## src/sv/assert_macros.svh

```systemverilog
// ----------------------------------------------------------------------------
// Assertion macros
// Clocked concurrent assertion shorthands, sampled on clk, off during reset.
// ----------------------------------------------------------------------------
`ifndef ASSERT_MACROS_SVH
`define ASSERT_MACROS_SVH

// Check a property on every rising edge of clk outside reset.
`define FHFA_ASSERT(lbl, prop, msg) \
    lbl: assert property (@(posedge clk) disable iff (!rst_n) prop) else $error(msg);

// Check that a condition never holds outside reset.
`define FHFA_NEVER(lbl, expr, msg) \
    `FHFA_ASSERT(lbl, !(expr), msg)

`endif

```

## src/sv/fhfa_pkg.sv

```systemverilog
// ----------------------------------------------------------------------------
// fhfa_pkg
// Shared widths, codes and controller/datapath handshake types.
// ----------------------------------------------------------------------------
package fhfa_pkg;

    localparam int MAX_HOLES  = 16;
    localparam int ADDR_BITS  = 16;

    localparam int IDX_W      = (MAX_HOLES > 1) ? $clog2(MAX_HOLES) : 1;
    localparam int CNT_W      = $clog2(MAX_HOLES + 1);

    localparam int KIND_W     = 1;
    localparam int BASE_W     = 16;
    localparam int SIZE_W     = 17;
    localparam int PID_W      = 16;
    localparam int SEG_W      = 8;
    localparam int STATUS_W   = 2;
    localparam int POLICY_W   = 2;
    localparam int CFG_IDX_W  = 1;
    localparam int CFG_DATA_W = 17;
    localparam int ENTRY_W    = SIZE_W + BASE_W;

    // Base addresses wrap at 2^ADDR_BITS, then are kept in BASE_W bits.
    localparam logic [BASE_W-1:0] ADDR_MASK = BASE_W'((64'd1 << ADDR_BITS) - 64'd1);

    localparam logic [SIZE_W-1:0]   MEM_SIZE_RESET = SIZE_W'(65536);

    localparam logic [KIND_W-1:0]   KIND_ALLOC  = 1'b0;
    localparam logic [KIND_W-1:0]   KIND_APPEND = 1'b1;

    localparam logic [STATUS_W-1:0] ST_OK      = 2'd0;
    localparam logic [STATUS_W-1:0] ST_COMPACT = 2'd1;
    localparam logic [STATUS_W-1:0] ST_FULL    = 2'd2;

    localparam logic [POLICY_W-1:0] POL_FIRST = 2'd0;
    localparam logic [POLICY_W-1:0] POL_BEST  = 2'd1;
    localparam logic [POLICY_W-1:0] POL_WORST = 2'd2;

    localparam logic [CFG_IDX_W-1:0] REG_FIT_POLICY  = 1'b0;
    localparam logic [CFG_IDX_W-1:0] REG_MEMORY_SIZE = 1'b1;

    typedef struct packed {
        logic capture;        // latch the accepted beat, reset the scan
        logic append_commit;  // store an appended hole and load its result
        logic scan_step;      // advance the fit scan by one entry
        logic shift_start;    // point the read side one past the picked hole
        logic shift_step;     // move one entry down over the removed hole
        logic finish;         // update the table and load the allocate result
    } fhfa_cmd_t;

    typedef struct packed {
        logic             walk_done;  // read side exhausted and pipe drained
        logic             found;
        logic             exact;
        logic             out_free;
        logic [CNT_W-1:0] hole_count;
    } fhfa_sts_t;

endpackage

```

## src/sv/fhfa_if.sv

```systemverilog
// ----------------------------------------------------------------------------
// fhfa channel interfaces
// Valid/ready channels for request beats and result beats.
// ----------------------------------------------------------------------------
interface fhfa_item_if;
    import fhfa_pkg::*;

    logic                valid;
    logic                ready;
    logic [KIND_W-1:0]   kind;
    logic [PID_W-1:0]    process_id;
    logic [SEG_W-1:0]    segment_number;
    logic [SIZE_W-1:0]   request_size;
    logic [BASE_W-1:0]   new_hole_base;
    logic [SIZE_W-1:0]   new_hole_size;

    modport source (
        output valid, kind, process_id, segment_number, request_size,
               new_hole_base, new_hole_size,
        input  ready
    );
    modport sink (
        input  valid, kind, process_id, segment_number, request_size,
               new_hole_base, new_hole_size,
        output ready
    );
endinterface

interface fhfa_result_if;
    import fhfa_pkg::*;

    logic                valid;
    logic                ready;
    logic [STATUS_W-1:0] status;
    logic [BASE_W-1:0]   segment_base;
    logic [SIZE_W-1:0]   segment_size;
    logic [PID_W-1:0]    owner_process;
    logic [SEG_W-1:0]    owner_segment;

    modport source (
        output valid, status, segment_base, segment_size, owner_process, owner_segment,
        input  ready
    );
    modport sink (
        input  valid, status, segment_base, segment_size, owner_process, owner_segment,
        output ready
    );
endinterface

```

## src/sv/fhfa_ram.sv

```systemverilog
// ----------------------------------------------------------------------------
// fhfa_ram
// Generic single-write, single-read RAM with registered read data.
// ----------------------------------------------------------------------------
module fhfa_ram #(
    parameter int WIDTH = 8,
    parameter int DEPTH = 16
) (
    input  logic                                    clk,
    input  logic                                    we,
    input  logic [((DEPTH > 1) ? $clog2(DEPTH) : 1)-1:0] waddr,
    input  logic [WIDTH-1:0]                        wdata,
    input  logic                                    re,
    input  logic [((DEPTH > 1) ? $clog2(DEPTH) : 1)-1:0] raddr,
    output logic [WIDTH-1:0]                        rdata
);
    logic [WIDTH-1:0] mem_reg [DEPTH];
    logic [WIDTH-1:0] rdata_reg;

    always_ff @(posedge clk)
    begin
        if (we)
        begin
            mem_reg[waddr] <= wdata;
        end
        if (re)
        begin
            rdata_reg <= mem_reg[raddr];
        end
    end

    assign rdata = rdata_reg;
endmodule

```

## src/sv/fhfa_datapath.sv

```systemverilog
// ----------------------------------------------------------------------------
// fhfa_datapath
// Hole table, config registers, fit scan compare, shift walk, result register.
// ----------------------------------------------------------------------------
module fhfa_datapath (
    input  logic                           clk,
    input  logic                           rst_n,
    input  fhfa_pkg::fhfa_cmd_t            cmd,
    output fhfa_pkg::fhfa_sts_t            sts,
    input  logic                           cfg_we,
    input  logic [fhfa_pkg::CFG_IDX_W-1:0] cfg_index,
    input  logic [fhfa_pkg::CFG_DATA_W-1:0] cfg_wdata,
    input  logic [fhfa_pkg::PID_W-1:0]     in_process_id,
    input  logic [fhfa_pkg::SEG_W-1:0]     in_segment_number,
    input  logic [fhfa_pkg::SIZE_W-1:0]    in_request_size,
    input  logic [fhfa_pkg::BASE_W-1:0]    in_new_hole_base,
    input  logic [fhfa_pkg::SIZE_W-1:0]    in_new_hole_size,
    fhfa_result_if.source                  result
);
    import fhfa_pkg::*;

    // config
    logic [POLICY_W-1:0] policy_reg;
    logic [SIZE_W-1:0]   memsize_reg;

    // table bookkeeping and walk control
    logic [CNT_W-1:0]    hole_count_reg, hole_count_next;
    logic [CNT_W-1:0]    walk_idx_reg, walk_idx_next;
    logic                chk_valid_reg, chk_valid_next;
    logic [IDX_W-1:0]    chk_idx_reg, chk_idx_next;
    logic                found_reg, found_next;

    // captured beat and pick
    logic [SIZE_W-1:0]   req_reg;
    logic [PID_W-1:0]    pid_reg;
    logic [SEG_W-1:0]    seg_reg;
    logic [BASE_W-1:0]   nbase_reg;
    logic [SIZE_W-1:0]   nsize_reg;
    logic [IDX_W-1:0]    pick_idx_reg, pick_idx_next;
    logic [BASE_W-1:0]   pick_base_reg, pick_base_next;
    logic [SIZE_W-1:0]   pick_size_reg, pick_size_next;

    // result register
    logic                out_valid_reg, out_valid_next;
    logic [STATUS_W-1:0] out_status_reg;
    logic [BASE_W-1:0]   out_base_reg;
    logic [SIZE_W-1:0]   out_size_reg;
    logic [PID_W-1:0]    out_pid_reg;
    logic [SEG_W-1:0]    out_seg_reg;
    logic                load_result;

    // RAM ports
    logic                ram_we;
    logic [IDX_W-1:0]    ram_waddr;
    logic [ENTRY_W-1:0]  ram_wdata;
    logic                ram_re;
    logic [ENTRY_W-1:0]  ram_rdata;
    logic [SIZE_W-1:0]   rd_size;
    logic [BASE_W-1:0]   rd_base;

    logic                walk_more;
    logic                table_full;
    logic                fits;
    logic                take;
    logic                walking;

    fhfa_ram #(
        .WIDTH (ENTRY_W),
        .DEPTH (MAX_HOLES)
    ) u_table (
        .clk   (clk),
        .we    (ram_we),
        .waddr (ram_waddr),
        .wdata (ram_wdata),
        .re    (ram_re),
        .raddr (walk_idx_reg[IDX_W-1:0]),
        .rdata (ram_rdata)
    );

    assign rd_size    = ram_rdata[ENTRY_W-1:BASE_W];
    assign rd_base    = ram_rdata[BASE_W-1:0];
    assign walk_more  = (walk_idx_reg < hole_count_reg);
    assign table_full = (hole_count_reg >= CNT_W'(MAX_HOLES));
    assign walking    = cmd.scan_step || cmd.shift_step;
    assign ram_re     = walking && walk_more;
    assign fits       = (rd_size >= req_reg);
    assign load_result = cmd.append_commit || cmd.finish;

    // fit decision for the entry coming out of the RAM
    always_comb
    begin
        case (policy_reg)
            POL_BEST:
                take = fits && (rd_size <= memsize_reg) &&
                       (!found_reg || (rd_size < pick_size_reg));
            POL_WORST:
                take = fits && (!found_reg || (rd_size >= pick_size_reg));
            default:
                take = fits && !found_reg;
        endcase
    end

    // walk pointer, pick tracking, hole count
    always_comb
    begin
        walk_idx_next   = walk_idx_reg;
        chk_valid_next  = chk_valid_reg;
        chk_idx_next    = chk_idx_reg;
        found_next      = found_reg;
        pick_idx_next   = pick_idx_reg;
        pick_base_next  = pick_base_reg;
        pick_size_next  = pick_size_reg;
        hole_count_next = hole_count_reg;

        if (cmd.capture)
        begin
            walk_idx_next  = '0;
            chk_valid_next = 1'b0;
            found_next     = 1'b0;
        end
        else if (cmd.shift_start)
        begin
            walk_idx_next  = CNT_W'(pick_idx_reg) + CNT_W'(1);
            chk_valid_next = 1'b0;
        end
        else if (walking)
        begin
            chk_valid_next = walk_more;
            if (walk_more)
            begin
                walk_idx_next = walk_idx_reg + CNT_W'(1);
                chk_idx_next  = walk_idx_reg[IDX_W-1:0];
            end
        end

        if (cmd.scan_step && chk_valid_reg && take)
        begin
            found_next     = 1'b1;
            pick_idx_next  = chk_idx_reg;
            pick_base_next = rd_base;
            pick_size_next = rd_size;
        end

        if (cmd.append_commit && !table_full)
        begin
            hole_count_next = hole_count_reg + CNT_W'(1);
        end
        else if (cmd.finish && found_reg && (pick_size_reg == req_reg))
        begin
            hole_count_next = hole_count_reg - CNT_W'(1);
        end
    end

    // table write port: append, shift, shrink
    always_comb
    begin
        ram_we    = 1'b0;
        ram_waddr = pick_idx_reg;
        ram_wdata = {pick_size_reg - req_reg,
                     (pick_base_reg + req_reg[BASE_W-1:0]) & ADDR_MASK};
        if (cmd.append_commit)
        begin
            ram_we    = !table_full;
            ram_waddr = hole_count_reg[IDX_W-1:0];
            ram_wdata = {nsize_reg, nbase_reg};
        end
        else if (cmd.shift_step)
        begin
            ram_we    = chk_valid_reg;
            ram_waddr = chk_idx_reg - IDX_W'(1);
            ram_wdata = ram_rdata;
        end
        else if (cmd.finish)
        begin
            ram_we = found_reg && (pick_size_reg != req_reg);
        end
    end

    always_comb
    begin
        out_valid_next = out_valid_reg;
        if (load_result)
        begin
            out_valid_next = 1'b1;
        end
        else if (result.ready)
        begin
            out_valid_next = 1'b0;
        end
    end

    always_ff @(posedge clk or negedge rst_n)
    begin
        if (!rst_n)
        begin
            policy_reg     <= POL_FIRST;
            memsize_reg    <= MEM_SIZE_RESET;
            hole_count_reg <= '0;
            walk_idx_reg   <= '0;
            chk_valid_reg  <= 1'b0;
            found_reg      <= 1'b0;
            out_valid_reg  <= 1'b0;
        end
        else
        begin
            if (cfg_we)
            begin
                unique case (cfg_index)
                    REG_FIT_POLICY:  policy_reg  <= cfg_wdata[POLICY_W-1:0];
                    REG_MEMORY_SIZE: memsize_reg <= cfg_wdata[SIZE_W-1:0];
                    default:         ;
                endcase
            end
            hole_count_reg <= hole_count_next;
            walk_idx_reg   <= walk_idx_next;
            chk_valid_reg  <= chk_valid_next;
            found_reg      <= found_next;
            out_valid_reg  <= out_valid_next;
        end
    end

    always_ff @(posedge clk)
    begin
        chk_idx_reg   <= chk_idx_next;
        pick_idx_reg  <= pick_idx_next;
        pick_base_reg <= pick_base_next;
        pick_size_reg <= pick_size_next;
        if (cmd.capture)
        begin
            req_reg   <= in_request_size;
            pid_reg   <= in_process_id;
            seg_reg   <= in_segment_number;
            nbase_reg <= in_new_hole_base;
            nsize_reg <= in_new_hole_size;
        end
        if (cmd.append_commit)
        begin
            out_status_reg <= table_full ? ST_FULL : ST_OK;
            out_base_reg   <= '0;
            out_size_reg   <= '0;
            out_pid_reg    <= '0;
            out_seg_reg    <= '0;
        end
        else if (cmd.finish)
        begin
            out_status_reg <= found_reg ? ST_OK : ST_COMPACT;
            out_base_reg   <= found_reg ? pick_base_reg : '0;
            out_size_reg   <= found_reg ? req_reg : '0;
            out_pid_reg    <= found_reg ? pid_reg : '0;
            out_seg_reg    <= found_reg ? seg_reg : '0;
        end
    end

    assign sts.walk_done  = !walk_more && !chk_valid_reg;
    assign sts.found      = found_reg;
    assign sts.exact      = (pick_size_reg == req_reg);
    assign sts.out_free   = !out_valid_reg || result.ready;
    assign sts.hole_count = hole_count_reg;

    assign result.valid         = out_valid_reg;
    assign result.status        = out_status_reg;
    assign result.segment_base  = out_base_reg;
    assign result.segment_size  = out_size_reg;
    assign result.owner_process = out_pid_reg;
    assign result.owner_segment = out_seg_reg;
endmodule

```

## src/sv/fhfa_ctrl.sv

```systemverilog
// ----------------------------------------------------------------------------
// fhfa_ctrl
// Sequencer: accept, append or scan, optional shift, commit result.
// ----------------------------------------------------------------------------
module fhfa_ctrl (
    input  logic                        clk,
    input  logic                        rst_n,
    input  logic                        item_valid,
    input  logic [fhfa_pkg::KIND_W-1:0] item_kind,
    output logic                        item_ready,
    output fhfa_pkg::fhfa_cmd_t         cmd,
    input  fhfa_pkg::fhfa_sts_t         sts
);
    import fhfa_pkg::*;

    localparam logic [2:0] S_IDLE   = 3'd0;
    localparam logic [2:0] S_APPEND = 3'd1;
    localparam logic [2:0] S_SCAN   = 3'd2;
    localparam logic [2:0] S_SHIFT  = 3'd3;
    localparam logic [2:0] S_FINISH = 3'd4;

    logic [2:0] state_reg, state_next;

    assign item_ready = (state_reg == S_IDLE);

    always_comb
    begin
        state_next = state_reg;
        cmd        = '0;
        unique case (state_reg)
            S_IDLE:
            begin
                if (item_valid)
                begin
                    cmd.capture = 1'b1;
                    state_next  = (item_kind == KIND_APPEND) ? S_APPEND : S_SCAN;
                end
            end
            S_APPEND:
            begin
                if (sts.out_free)
                begin
                    cmd.append_commit = 1'b1;
                    state_next        = S_IDLE;
                end
            end
            S_SCAN:
            begin
                if (!sts.walk_done)
                begin
                    cmd.scan_step = 1'b1;
                end
                else if (sts.found && sts.exact)
                begin
                    cmd.shift_start = 1'b1;
                    state_next      = S_SHIFT;
                end
                else
                begin
                    state_next = S_FINISH;
                end
            end
            S_SHIFT:
            begin
                if (!sts.walk_done)
                begin
                    cmd.shift_step = 1'b1;
                end
                else
                begin
                    state_next = S_FINISH;
                end
            end
            S_FINISH:
            begin
                if (sts.out_free)
                begin
                    cmd.finish = 1'b1;
                    state_next = S_IDLE;
                end
            end
            default:
            begin
                state_next = S_IDLE;
            end
        endcase
    end

    always_ff @(posedge clk or negedge rst_n)
    begin
        if (!rst_n)
        begin
            state_reg <= S_IDLE;
        end
        else
        begin
            state_reg <= state_next;
        end
    end
endmodule

```

## src/sv/free_hole_fit_allocator.sv

```systemverilog
// ----------------------------------------------------------------------------
// free_hole_fit_allocator
// First/best/worst fit allocation over an ordered table of free holes.
// ----------------------------------------------------------------------------
// Sequence, from accepting a beat to loading its result: an append commits
//   directly; an allocate scans every hole in the table, and when hole P is
//   used exactly the later entries shift down over it before the finish
//   commit updates the table and loads the result.
// Throughput: one beat in flight; the next beat is taken the cycle after the
//   result is loaded, and a result held by the sink holds the commit.
// Reset: table empty, fit_policy first fit, memory_size 65536; no clear pass.
`include "assert_macros.svh"

module free_hole_fit_allocator (
    input  logic                           clk,
    input  logic                           rst_n,
    fhfa_item_if.sink                      item,
    fhfa_result_if.source                  result,
    input  logic                           cfg_we,
    input  logic [fhfa_pkg::CFG_IDX_W-1:0] cfg_index,
    input  logic [fhfa_pkg::CFG_DATA_W-1:0] cfg_wdata
);
    import fhfa_pkg::*;

    fhfa_cmd_t cmd;
    fhfa_sts_t sts;
    logic      commit;

    // Controller: takes one beat at a time and sequences the datapath through
    // append, fit scan, optional shift-down walk and the final table update.
    fhfa_ctrl u_ctrl (
        .clk        (clk),
        .rst_n      (rst_n),
        .item_valid (item.valid),
        .item_kind  (item.kind),
        .item_ready (item.ready),
        .cmd        (cmd),
        .sts        (sts)
    );

    // Datapath: hole table RAM, config registers, pipelined scan compare
    // (read index i while comparing entry i-1), and the result register that
    // holds a finished beat while the sink stalls.
    fhfa_datapath u_dp (
        .clk               (clk),
        .rst_n             (rst_n),
        .cmd               (cmd),
        .sts               (sts),
        .cfg_we            (cfg_we),
        .cfg_index         (cfg_index),
        .cfg_wdata         (cfg_wdata),
        .in_process_id     (item.process_id),
        .in_segment_number (item.segment_number),
        .in_request_size   (item.request_size),
        .in_new_hole_base  (item.new_hole_base),
        .in_new_hole_size  (item.new_hole_size),
        .result            (result)
    );

    assign commit = cmd.append_commit || cmd.finish;

    // Leave idle right after taking a beat.
    `FHFA_ASSERT(a_busy_after_accept, item.valid && item.ready |=> !item.ready, "ready held")
    // A result beat appears only from an append or finish commit.
    `FHFA_ASSERT(a_result_from_commit, $rose(result.valid) |-> $past(commit), "stray result")
    // Hole count stays within the table.
    `FHFA_NEVER(a_count_in_range, sts.hole_count > CNT_W'(MAX_HOLES), "hole count overflow")
    // Hole count moves only on a commit.
    `FHFA_ASSERT(a_count_steady, !commit |=> $stable(sts.hole_count), "count moved")

endmodule
```

## src/flat_wrapper.sv

```systemverilog
// flat-port wrapper written by rule: the top's interface ports become plain ports
module free_hole_fit_allocator_flat import fhfa_pkg::*;
  (clk, rst_n, cfg_we, cfg_index, cfg_wdata, item_valid, item_kind, item_process_id, item_segment_number, item_request_size, item_new_hole_base, item_new_hole_size, item_ready, result_valid, result_status, result_segment_base, result_segment_size, result_owner_process, result_owner_segment, result_ready);
  fhfa_item_if item_i ();
  fhfa_result_if result_i ();
  input  logic clk;
  input  logic rst_n;
  input  logic cfg_we;
  input  logic [fhfa_pkg::CFG_IDX_W-1:0] cfg_index;
  input  logic [fhfa_pkg::CFG_DATA_W-1:0] cfg_wdata;
  input wire logic [$bits(item_i.valid)-1:0] item_valid;
  input wire logic [$bits(item_i.kind)-1:0] item_kind;
  input wire logic [$bits(item_i.process_id)-1:0] item_process_id;
  input wire logic [$bits(item_i.segment_number)-1:0] item_segment_number;
  input wire logic [$bits(item_i.request_size)-1:0] item_request_size;
  input wire logic [$bits(item_i.new_hole_base)-1:0] item_new_hole_base;
  input wire logic [$bits(item_i.new_hole_size)-1:0] item_new_hole_size;
  output wire logic [$bits(item_i.ready)-1:0] item_ready;
  output wire logic [$bits(result_i.valid)-1:0] result_valid;
  output wire logic [$bits(result_i.status)-1:0] result_status;
  output wire logic [$bits(result_i.segment_base)-1:0] result_segment_base;
  output wire logic [$bits(result_i.segment_size)-1:0] result_segment_size;
  output wire logic [$bits(result_i.owner_process)-1:0] result_owner_process;
  output wire logic [$bits(result_i.owner_segment)-1:0] result_owner_segment;
  input wire logic [$bits(result_i.ready)-1:0] result_ready;
  assign item_i.valid = item_valid;
  assign item_i.kind = item_kind;
  assign item_i.process_id = item_process_id;
  assign item_i.segment_number = item_segment_number;
  assign item_i.request_size = item_request_size;
  assign item_i.new_hole_base = item_new_hole_base;
  assign item_i.new_hole_size = item_new_hole_size;
  assign item_ready = item_i.ready;
  assign result_valid = result_i.valid;
  assign result_status = result_i.status;
  assign result_segment_base = result_i.segment_base;
  assign result_segment_size = result_i.segment_size;
  assign result_owner_process = result_i.owner_process;
  assign result_owner_segment = result_i.owner_segment;
  assign result_i.ready = result_ready;
  free_hole_fit_allocator u_core (.clk(clk), .rst_n(rst_n), .item(item_i), .result(result_i), .cfg_we(cfg_we), .cfg_index(cfg_index), .cfg_wdata(cfg_wdata));
endmodule
```

## config.mk

```make
export PLATFORM = sky130hd
export DESIGN_NAME = free_hole_fit_allocator_flat
export DESIGN_NICKNAME = d
export VERILOG_FILES = /design/src/sv/fhfa_pkg.sv /design/src/sv/fhfa_if.sv /design/src/sv/fhfa_ram.sv /design/src/sv/fhfa_datapath.sv /design/src/sv/fhfa_ctrl.sv /design/src/sv/free_hole_fit_allocator.sv /design/src/flat_wrapper.sv
export VERILOG_INCLUDE_DIRS = /design/src /design/src/sv
export SDC_FILE = /design/constraint.sdc
export NUM_CORES = 1
export LEC_CHECK = 0
export BUFFER_PORTS_ARGS = -buffer_cell sky130_fd_sc_hd__buf_4
export CAP_MARGIN = 20
export CORE_ASPECT_RATIO = 1.4
export CORE_UTILIZATION = 50
export CTS_CLUSTER_DIAMETER = 60
export DETAILED_ROUTE_END_ITERATION = 10
export HOLD_SLACK_MARGIN = 0.05
export PLACE_DENSITY = 0.71
export SETUP_SLACK_MARGIN = 0.5
export SLEW_MARGIN = 20
export SYNTH_ARGS = -nofsm -noshare
export SYNTH_HDL_FRONTEND = slang
export SYNTH_SLANG_ARGS = --single-unit
```

## constraint.sdc

```tcl
create_clock -name clk -period 8.42 [get_ports clk]
set_input_delay 0 -clock clk [delete_from_list [all_inputs] [get_ports clk]]
set_output_delay 0 -clock clk [all_outputs]
set_load 0.05 [all_outputs]
```

==> run summary, run 1 <==
The count of vias placed by the detailed router came out at 17700. The critical path starts at u_core.u_dp.walk_idx_reg[2]$_DFFE_PN0P_. The total of buffers placed on input and output ports came out at 158. Ranked by instance count, the synthesized netlist is headed by sky130_fd_sc_hd__edfxtp_1, sky130_fd_sc_hd__mux4_2, sky130_fd_sc_hd__nor2_1, sky130_fd_sc_hd__ha_1, sky130_fd_sc_hd__inv_1. Summed over all nets, the half-perimeter wirelength after detailed placement is 49100 um.

The data arrival time of the critical path came out at 4.97 ns. The clock insertion delay at the later pin of the skew report is 0.63 ns. By area, the combinational part of the netlist is dominated by multiplexers.

The largest net degree at the start of global routing is 106. The cell area after synthesis came out at 31500 um2. The wire length per cell came out at 26.0 um.

The overall die width is 214 um. The total overflow reported by the global router is 0. The worst pin sits at a relative slew slack of 25.0%.

The CTS H-tree depth came out at 3. The starting density of the core is 50.7%. The floorplan has 108 rows. In this run the number of cells on the critical path is 9. The post-route netlist has 26.5% of its cells at a drive strength greater than 1. Net switching is 34.8% of the power. The overall power after layout came out at 0.0143 W. The internal power consumption is 0.00930 W. No sink is reached through more buffers than the 3 on the longest clock path. For this run, the total global-route usage over all layers was measured as 23.7%. During synthesis, Yosys emitted a total of 0 warnings.

The number of antenna violations at the first check in global routing came to 0. sky130_fd_sc_hd__edfxtp_1 is the most common cell in the netlist. The synthesized design spends more area on one cell type than any other, namely sky130_fd_sc_hd__edfxtp_1.

The number of antenna repair diodes came out at 0. The residual antenna-violating net count after detailed routing came out at 0. The area share of and/or/nand/nor cells after synthesis came out at 3.68%.

The combinational share of power is 34.1%. In the final timing run, aggregate negative setup slack is 0 ns. Of all nets on the critical path, the largest fanout is 42. The run finished with clean final reports. At the pin with the least slew margin, the transition time is 1.12 ns. Counting both buffers and inverters, the worst setup path holds a total of 1. The number of global-route vias before repair is 17900. The synthesized netlist net count is 1933. The tightest min-delay check is of the primary input to flip-flop type. The kind of cell with the highest combined delay on the critical path is simple AND/OR/NAND/NOR gates. In this run the vertical extent of the chip is 299 um. The clock drives 770 sinks. The worst IR drop on VDD came out at 262 uV. The number of unique standard cell types used by synthesis is 70. The smallest clock period supported by the final layout is computed as 4.73 ns.

STA classifies the critical path endpoint as a flip-flop. The final count of negative-setup-slack endpoints came out at 0. In this run the cell area measured after placement is 33800 um2. The post-layout worst setup margin came out at 3.69 ns.

The flip-flop count of the largest register after layout came out at 528. TritonCTS built the clock tree. The clock transition at the register clock pins on the worst setup and hold paths after CTS came out at 0.07 ns. The pre-CTS setup slack came out at 3.75 ns.

Setup repair after global routing left no endpoint under its margin. The multiplexer fraction of the synthesized cell area came out at 13.0%. The weighted congestion at the end of routability-driven global placement came out at 0.877.

The total die area came out at 64100 um2. In the post-synthesis netlist, the biggest area contributors are sky130_fd_sc_hd__edfxtp_1, sky130_fd_sc_hd__mux4_2, sky130_fd_sc_hd__dfxtp_1. The async set-or-reset flop fraction in the synthesized netlist came out at 4.55%. The count of filler cells inserted in the layout came out at 4418. The detailed-routing iteration count for the pre-antenna-repair pass came out at 7.

In the routed layout, each cell is associated on average with a via count of 6.04. The number of buffers added by the clock tree synthesis step came out at 74. The post-layout instance area came out at 37500 um2. The max-capacitance violation count is 0. The floorplan core area is 62200 um2. The final net count is 2231. The first-pass GRT wire length is 113000 um. The areal power density over the cells is 380 nW/um2. In this run, the clock network consumes 23.5% of the power.

The worst clock skew came out at 0.0288 ns. The post-synthesis adder-cell area fraction is 3.80%. The worst-case hold slack came out at 0.0860 ns. The remaining routing DRC violations is 0. The start of the worst register-to-register path is u_core.u_dp.walk_idx_reg[2]$_DFFE_PN0P_. The boundary pin count came out at 159.

The synthesized design contains 678 enable-type register cells. From synthesis to final layout, the design area changed by 19.0%. The worst register-to-register path ends at u_core.u_dp.u_table.mem_reg[4][11]$_DFFE_PP_. Averaged over all synthesized cells, the footprint is 18.1 um2.

The number of hold buffers added after CTS was 101. The sequential fraction of the synthesis area came out at 71.0%. The count of final max-slew check failures is 0. The dominant synthesized flop cell is sky130_fd_sc_hd__edfxtp_1. The top-area cell type share of the netlist area is 64.6%. In this run the worst setup path terminates at u_core.u_dp.u_table.mem_reg[4][11]$_DFFE_PP_.

The synthesized netlist devotes 5.82% of its cell area to compound gates. Of the total power, registers draw 42.5%. In this run the register-to-register setup slack is 3.69 ns. The switching power total is 0.00497 W. The count of endpoints failing hold in the final timing report came out at 0. STA classifies the critical path startpoint as a flip-flop. The worst setup path is of the flip-flop to flip-flop kind. The number of cells on the worst reg-to-reg path is 9. The signal on the critical path passes through ha_1 -> a21o_1 -> a31oi_4 -> o211ai_4 -> buf_4 -> and3_1 -> a211oi_1 -> nand3_1 -> nor2_4. The maximum single-stage delay on the critical path came out at 1.01 ns. Of the total synthesized cell area, the portion taken by XOR and XNOR cells is 0.806%.

STA puts the critical path data required time at 8.66 ns. The post-CTS setup-driven buffer insertion count came out at 0. For this design, the slowest cell found on the critical path is sky130_fd_sc_hd__dfrtp_2. The routed wire length came out at 76000 um. After layout, the worst path uses 56.2% of the clock period. The number of synthesized register bits is 770. The violation count after the first detailed-routing iteration came out at 2041.

In this run the static leakage power is 13.2 nW. The maximum clock frequency came out at 0.211 GHz. The synthesized netlist cell count is 1741. The root buffer cell chosen for the clock tree is sky130_fd_sc_hd__clkbuf_16.

Once the clock tree was built, the resizer swapped 0 gates to a different size.
## placed cells by master (no fill, tap or decap), types with 19 or more instances in the layout
cell / instances
sky130_fd_sc_hd__dfrtp_1: 30
sky130_fd_sc_hd__mux2_2: 22
sky130_fd_sc_hd__nor2_1: 72
sky130_fd_sc_hd__a21oi_1: 42
sky130_fd_sc_hd__a21o_1: 19
sky130_fd_sc_hd__o21ai_0: 43
sky130_fd_sc_hd__dfxtp_1: 57
sky130_fd_sc_hd__dlygate4sd3_1: 100
sky130_fd_sc_hd__inv_1: 68
sky130_fd_sc_hd__mux4_2: 165
sky130_fd_sc_hd__clkbuf_16: 75
sky130_fd_sc_hd__nand3_1: 27
sky130_fd_sc_hd__buf_4: 182
sky130_fd_sc_hd__a22o_1: 53
sky130_fd_sc_hd__ha_1: 91
sky130_fd_sc_hd__nand2_1: 48
sky130_fd_sc_hd__edfxtp_1: 678
## how the worst min path moves through the flow
stage / start / to / slack, ns / cells past startpoint
after detailed placement: rst_n / u_core.u_dp.hole_count_reg[3]$_DFFE_PN0P_ / -0.003 / 1
after CTS: item_new_hole_size[9] / u_core.u_dp.nsize_reg[9]$_DFFE_PP_ / 0.06 / 2
final: item_new_hole_size[9] / u_core.u_dp.nsize_reg[9]$_DFFE_PP_ / 0.09 / 2
after global routing: item_new_hole_base[7] / u_core.u_dp.nbase_reg[7]$_DFFE_PP_ / 0.08 / 2
after floorplan: rst_n / u_core.u_ctrl.state_reg[0]$_DFFE_PN0P_ / -0.30 / 0
after global placement: rst_n / u_core.u_dp.result.valid$_DFFE_PN0P_ / -0.01 / 1
## routing by layer
layer	wire length, um	GRT usage, %	vias up	part of all wire (%)
met3	5350	2.99	140	7.0
li1	-	-	7596	-
met4	2810	9.85	0	3.7
met5	0	0	-	0
met1	30800	32.8	9131	40
met2	37100	38.5	808	49
## worst register-to-register path: cells and delay by family, from the launching register on
| family | cells | cell delay [ns] |
|---|---|---|
| adders and majority gates | 1 | 0.42 |
| AOI/OAI and AO/OA | 4 | 0.89 |
| buffers and inverters | 1 | 0.29 |
| DFF | 1 | 1.01 |
| and+or+nand+nor | 3 | 1.70 |
## logic make-up after synthesis
logic type	count (synthesis)
buffers and inverters	143
adder cells (fa/ha/maj)	94
AO/OA/AOI/OAI	261
flip-flops	770
XOR/XNOR	29
multiplexers	199
AND/OR/NAND/NOR	245
## power groups by stage
stage | Clock [W] | Sequential, W | Combinational [W]
6_report | 0.00335 | 0.00606 | 0.00486
5_1_grt | 0.00354 | 0.00610 | 0.00523
4_1_cts | 0.00339 | 0.00606 | 0.00481
3_5_place_dp | 0 | 0.00614 | 0.00475
3_3_place_gp | 0 | 0.00612 | 0.00457
2_1_floorplan | 0 | 0.00617 | 0.00294
## through the flow
stage,utilization (%),cells
3_5_place_dp,54.4,2676
6_report,60.4,2924
5_1_grt,60.4,2924
2_1_floorplan,-,1741
3_3_place_gp,54.3,2674
4_1_cts,59.9,2913
## final cells by class
| cell class | count | area [um2] | share of cell area, % |
|---|---|---|---|
| timing repair buffer | 297 | 2670 | 7.11 |
| inverter | 68 | 255 | 0.680 |
| tap | 825 | 1030 | 2.75 |
| clock inverter | 51 | 502 | 1.34 |
| multi-input combinational | 828 | 8750 | 23.3 |
| sequential | 770 | 22400 | 59.7 |
| clock buffer | 85 | 1920 | 5.13 |
Note: power is estimated with default switching activity, not from simulation.
==> run 2, diff against run 1 <==
--- a/config.mk
+++ b/config.mk
@@ -13,7 +13,7 @@
 export CTS_CLUSTER_DIAMETER = 60
 export DETAILED_ROUTE_END_ITERATION = 10
 export HOLD_SLACK_MARGIN = 0.05
-export PLACE_DENSITY = 0.71
+export PLACE_DENSITY = 0.74
 export SETUP_SLACK_MARGIN = 0.5
 export SLEW_MARGIN = 20
 export SYNTH_ARGS = -nofsm -noshare
==> constraint.sdc (replaced) <==
create_clock -name clk -period 3.9 [get_ports clk]
set_input_delay 0 -clock clk [delete_from_list [all_inputs] [get_ports clk]]
set_output_delay 0 -clock clk [all_outputs]
set_load 0.05 [all_outputs]
==> run summary, run 2 (synthesis gave the netlist of run 1 again) <==
The run finished with clean final reports. The count of endpoints failing hold in the final timing report came out at 0 (unchanged). The tightest min-delay check is of the primary input to flip-flop type.

The cell chosen for the clock root is sky130_fd_sc_hd__clkbuf_16. The clock insertion delay at the later pin of the skew report is 0.63 ns (about the same). The maximum single-stage delay on the critical path is 0.41 ns (-0.60 ns).

The number of buffer and inverter instances along the worst setup path came out at 2 (+1). The final net count came out at 2265 (+1.5%). The worst register-to-register path ends at u_core.u_dp.u_table.mem_reg[3][12]$_DFFE_PP_. Leaving out fill and tap cells, the most frequent cell in the layout is sky130_fd_sc_hd__edfxtp_1.

The TritonCTS sink count came out at 770 (unchanged). The number of buffers added by the clock tree synthesis step is 74 (unchanged). The final count of negative-setup-slack endpoints is 0 (unchanged).

The worst clock skew is 0.0189 ns (-0.00987 ns). The number of cells on the worst reg-to-reg path was 10 (+1). The setup TNS after final layout is 0 ns (unchanged). The floorplan core area is 62200 um2 (unchanged). The switching power total was 0.0107 W (+110%). The post-layout instance area is 37700 um2 (+0.39%). The slack of the worst reg-to-reg path came out at 0.63 ns (-3.05 ns). The largest net degree at the start of global routing is 137 (+29%). The total die area came out at 64100 um2 (unchanged). The start point of the worst hold path is item_new_hole_base[7]. STA classifies the critical path startpoint as a flip-flop.

The detailed-placement wirelength estimate was 51000 um (+3.9%). The worst IR drop on VDD came out at 587 uV (+120%). The required time of the critical path came out at 4.18 ns (-4.48 ns). The share of cells above drive strength 1 is 27.6% (+1.1 points). The part of the power in the clock network came out at 22.5% (-1.0 points). The total overflow reported by the global router came to 0 (unchanged).

The maximum fanout count along the critical path is 19 (-55%). The post-route fraction of the period consumed by the critical path is 83.7% (+28 points). The total of buffers placed on input and output ports is 158 (unchanged).

The pin slew with the least headroom to its limit is 1.08 ns (-0.0474 ns). The routed wire length came out at 82400 um (+8.4%). In the layout the commonest cells are sky130_fd_sc_hd__edfxtp_1, sky130_fd_sc_hd__buf_4, sky130_fd_sc_hd__mux4_2. The count of vias placed by the detailed router is 18000 (+2.0%).

The internal power consumption came out at 0.0200 W (+110%). The start of the worst register-to-register path is u_core.u_dp.hole_count_reg[2]$_DFFE_PN0P_. The kind of cell with the highest combined delay along the critical path is compound AO/OA/AOI/OAI gates. The switching share of total power was 34.8% (about the same).

The violation count after the first detailed-routing iteration is 1930 (-5.4%). The wire length per cell came out at 27.8 um (+7.1%). The combinational share of power came to 35.2% (+1.1 points). Setup repair after global routing left no endpoint under its margin. The destination of the worst hold path is u_core.u_dp.nbase_reg[7]$_DFFE_PP_. The CTS H-tree depth was 3 (unchanged). The relative slew slack came to 28.3% (+3.3 points). The slowest stage of the critical path belongs to the cell sky130_fd_sc_hd__buf_4.

The number of antenna violations at the first check in global routing came out at 3 (+3). The detailed-routing iteration count for the pre-antenna-repair pass is 5 (-2). The starting density of the core is 50.7% (unchanged). The buffer depth of the longest clock path came out at 3 (unchanged). The post-route minimum period is 3.27 ns (-1.47 ns). The overall die width came out at 214 um (unchanged). The vias per cell came to 6.09 (+0.76%). The endpoint type of the worst setup path is a flip-flop. The remaining routing DRC violations is 0 (unchanged). The weighted congestion at the end of routability-driven global placement is 0.895 (+2.0%). The placement row count is 108 (unchanged). The signed area change from the synthesized netlist to the final layout is 19.5%. The flip-flop count of the largest register after layout came to 528 (unchanged). The critical path is of the flip-flop to flip-flop type.

The static leakage power came out at 13.3 nW (+0.76%). The placement-stage cell area is 34100 um2 (+1.0%). The data arrival time of the critical path came out at 3.54 ns (-1.43 ns).

The number of antenna repair diodes came out at 0 (unchanged). The first-pass GRT wire length is 121000 um (+7.3%). The source of the critical timing path is u_core.u_dp.hole_count_reg[2]$_DFFE_PN0P_. The signal on the critical path passes through inv_1 -> ha_1 -> a21o_1 -> a31oi_4 -> o211ai_4 -> o21ai_0 -> o21a_1 -> nand3_1 -> nor2_4 -> buf_4. The vertical extent of the die is 299 um (unchanged). The maximum clock frequency is 0.306 GHz (+45%).

TritonCTS built the clock tree. The global routing usage summed across all routing layers is 26.1% (+2.4 points). The boundary pin count is 159 (unchanged). The residual antenna-violating net count after detailed routing came out at 0 (unchanged). The share of total power in sequential cells came out at 42.2% (-0.3 points).

The clock transition at the register clock pins on the worst setup and hold paths after CTS is 0.06 ns (about the same). The max-capacitance violation count was 0 (unchanged). The count of cells along the worst hold path is 2 (unchanged). The count of final max-slew check failures is 0 (unchanged). The number of global-route vias before repair came out at 18500 (+3.5%). The areal power density over the cells is 814 nW/um2 (+110%).
[run 2: cell types whose count changed in the layout (fill, tap and decap cells not counted), sizes merged]
cell | previous run | this run
buf | 197 | 231
bufinv | 7 | 4
clkbuf | 85 | 98
clkinv | 32 | 27
clkinvlp | 3 | 4
inv | 77 | 72
[run 2: worst max-delay path by stage]
stage | endpoint | slack, ns | cells past startpoint
after floorplan | u_core.u_dp.u_table.mem_reg[14][0]$_DFFE_PP_ | 0.17 | 9
after global placement | u_core.u_dp.u_table.mem_reg[0][12]$_DFFE_PP_ | 0.24 | 10
after detailed placement | u_core.u_dp.u_table.mem_reg[6][12]$_DFFE_PP_ | 0.07 | 10
after CTS | u_core.u_dp.walk_idx_reg[4]$_DFFE_PN0P_ | 0.50 | 13
after global routing | u_core.u_dp.u_table.mem_reg[3][12]$_DFFE_PP_ | 0.52 | 10
final | u_core.u_dp.u_table.mem_reg[3][12]$_DFFE_PP_ | 0.63 | 10
[run 2: worst reg2reg max path, delay by kind of cell, from the launching register on]
kind | cells | cell delay (ns)
buffers and inverters | 2 | 0.48
DFF | 1 | 0.38
and+or+nand+nor | 2 | 0.57
adders and majority gates | 1 | 0.32
AOI/OAI and AO/OA | 5 | 1.17
[run 2: power groups by stage]
stage	Sequential [W]	Combinational (W)	Clock, W
finish	0.0130	0.0108	0.00691
global route	0.0130	0.0116	0.00733
CTS	0.0129	0.0107	0.00702
detailed placement	0.0131	0.0105	0
global placement	0.0131	0.0102	0
floorplan	0.0133	0.00637	0
[run 2: what timing repair did]
action                                  CTS  global route
setup buffers                             5             4
endpoints found under the setup margin  425           480
pin swaps                                 1             3
endpoints found under the hold margin   132             0
gates resized for setup                  10            17
hold buffers                            101             0
[run 2: cell type report]
| type | count | area (um2) |
|---|---|---|
| clock inverters | 39 | 355 |
| inverters | 68 | 255 |
| repair buffers | 331 | 2860 |
| multi-input cells | 828 | 8800 |
| fillers | 4338 | 24500 |
| well taps | 825 | 1030 |
| flip-flops and latches | 770 | 22400 |
| clock buffers | 98 | 1960 |
[run 2: metal layers]
| layer | vias up | global-route usage (%) | routed length (um) |
|---|---|---|---|
| met3 | 172 | 3.85 | 6610 |
| met2 | 955 | 44.8 | 42200 |
| met5 | - | 0 | 29 |
| met4 | 4 | 11.8 | 3560 |
| met1 | 9226 | 33.1 | 30000 |
| li1 | 7666 | - | - |
[run 2: stage by stage]
stage | utilization [%] | std cells | setup slack [ns] | total power, W | hold WS [ns]
after floorplan | - | 1741 | 0.169 | 0.0197 | -0.296
after global placement | 54.9 | 2712 | 0.240 | 0.0233 | -0.0191
after detailed placement | 54.9 | 2712 | 0.0676 | 0.0236 | -0.0116
after CTS | 60.4 | 2955 | 0.505 | 0.0307 | 0.0604
after global routing | 60.6 | 2959 | 0.520 | 0.0319 | 0.0809
final | 60.6 | 2959 | 0.634 | 0.0307 | 0.0809
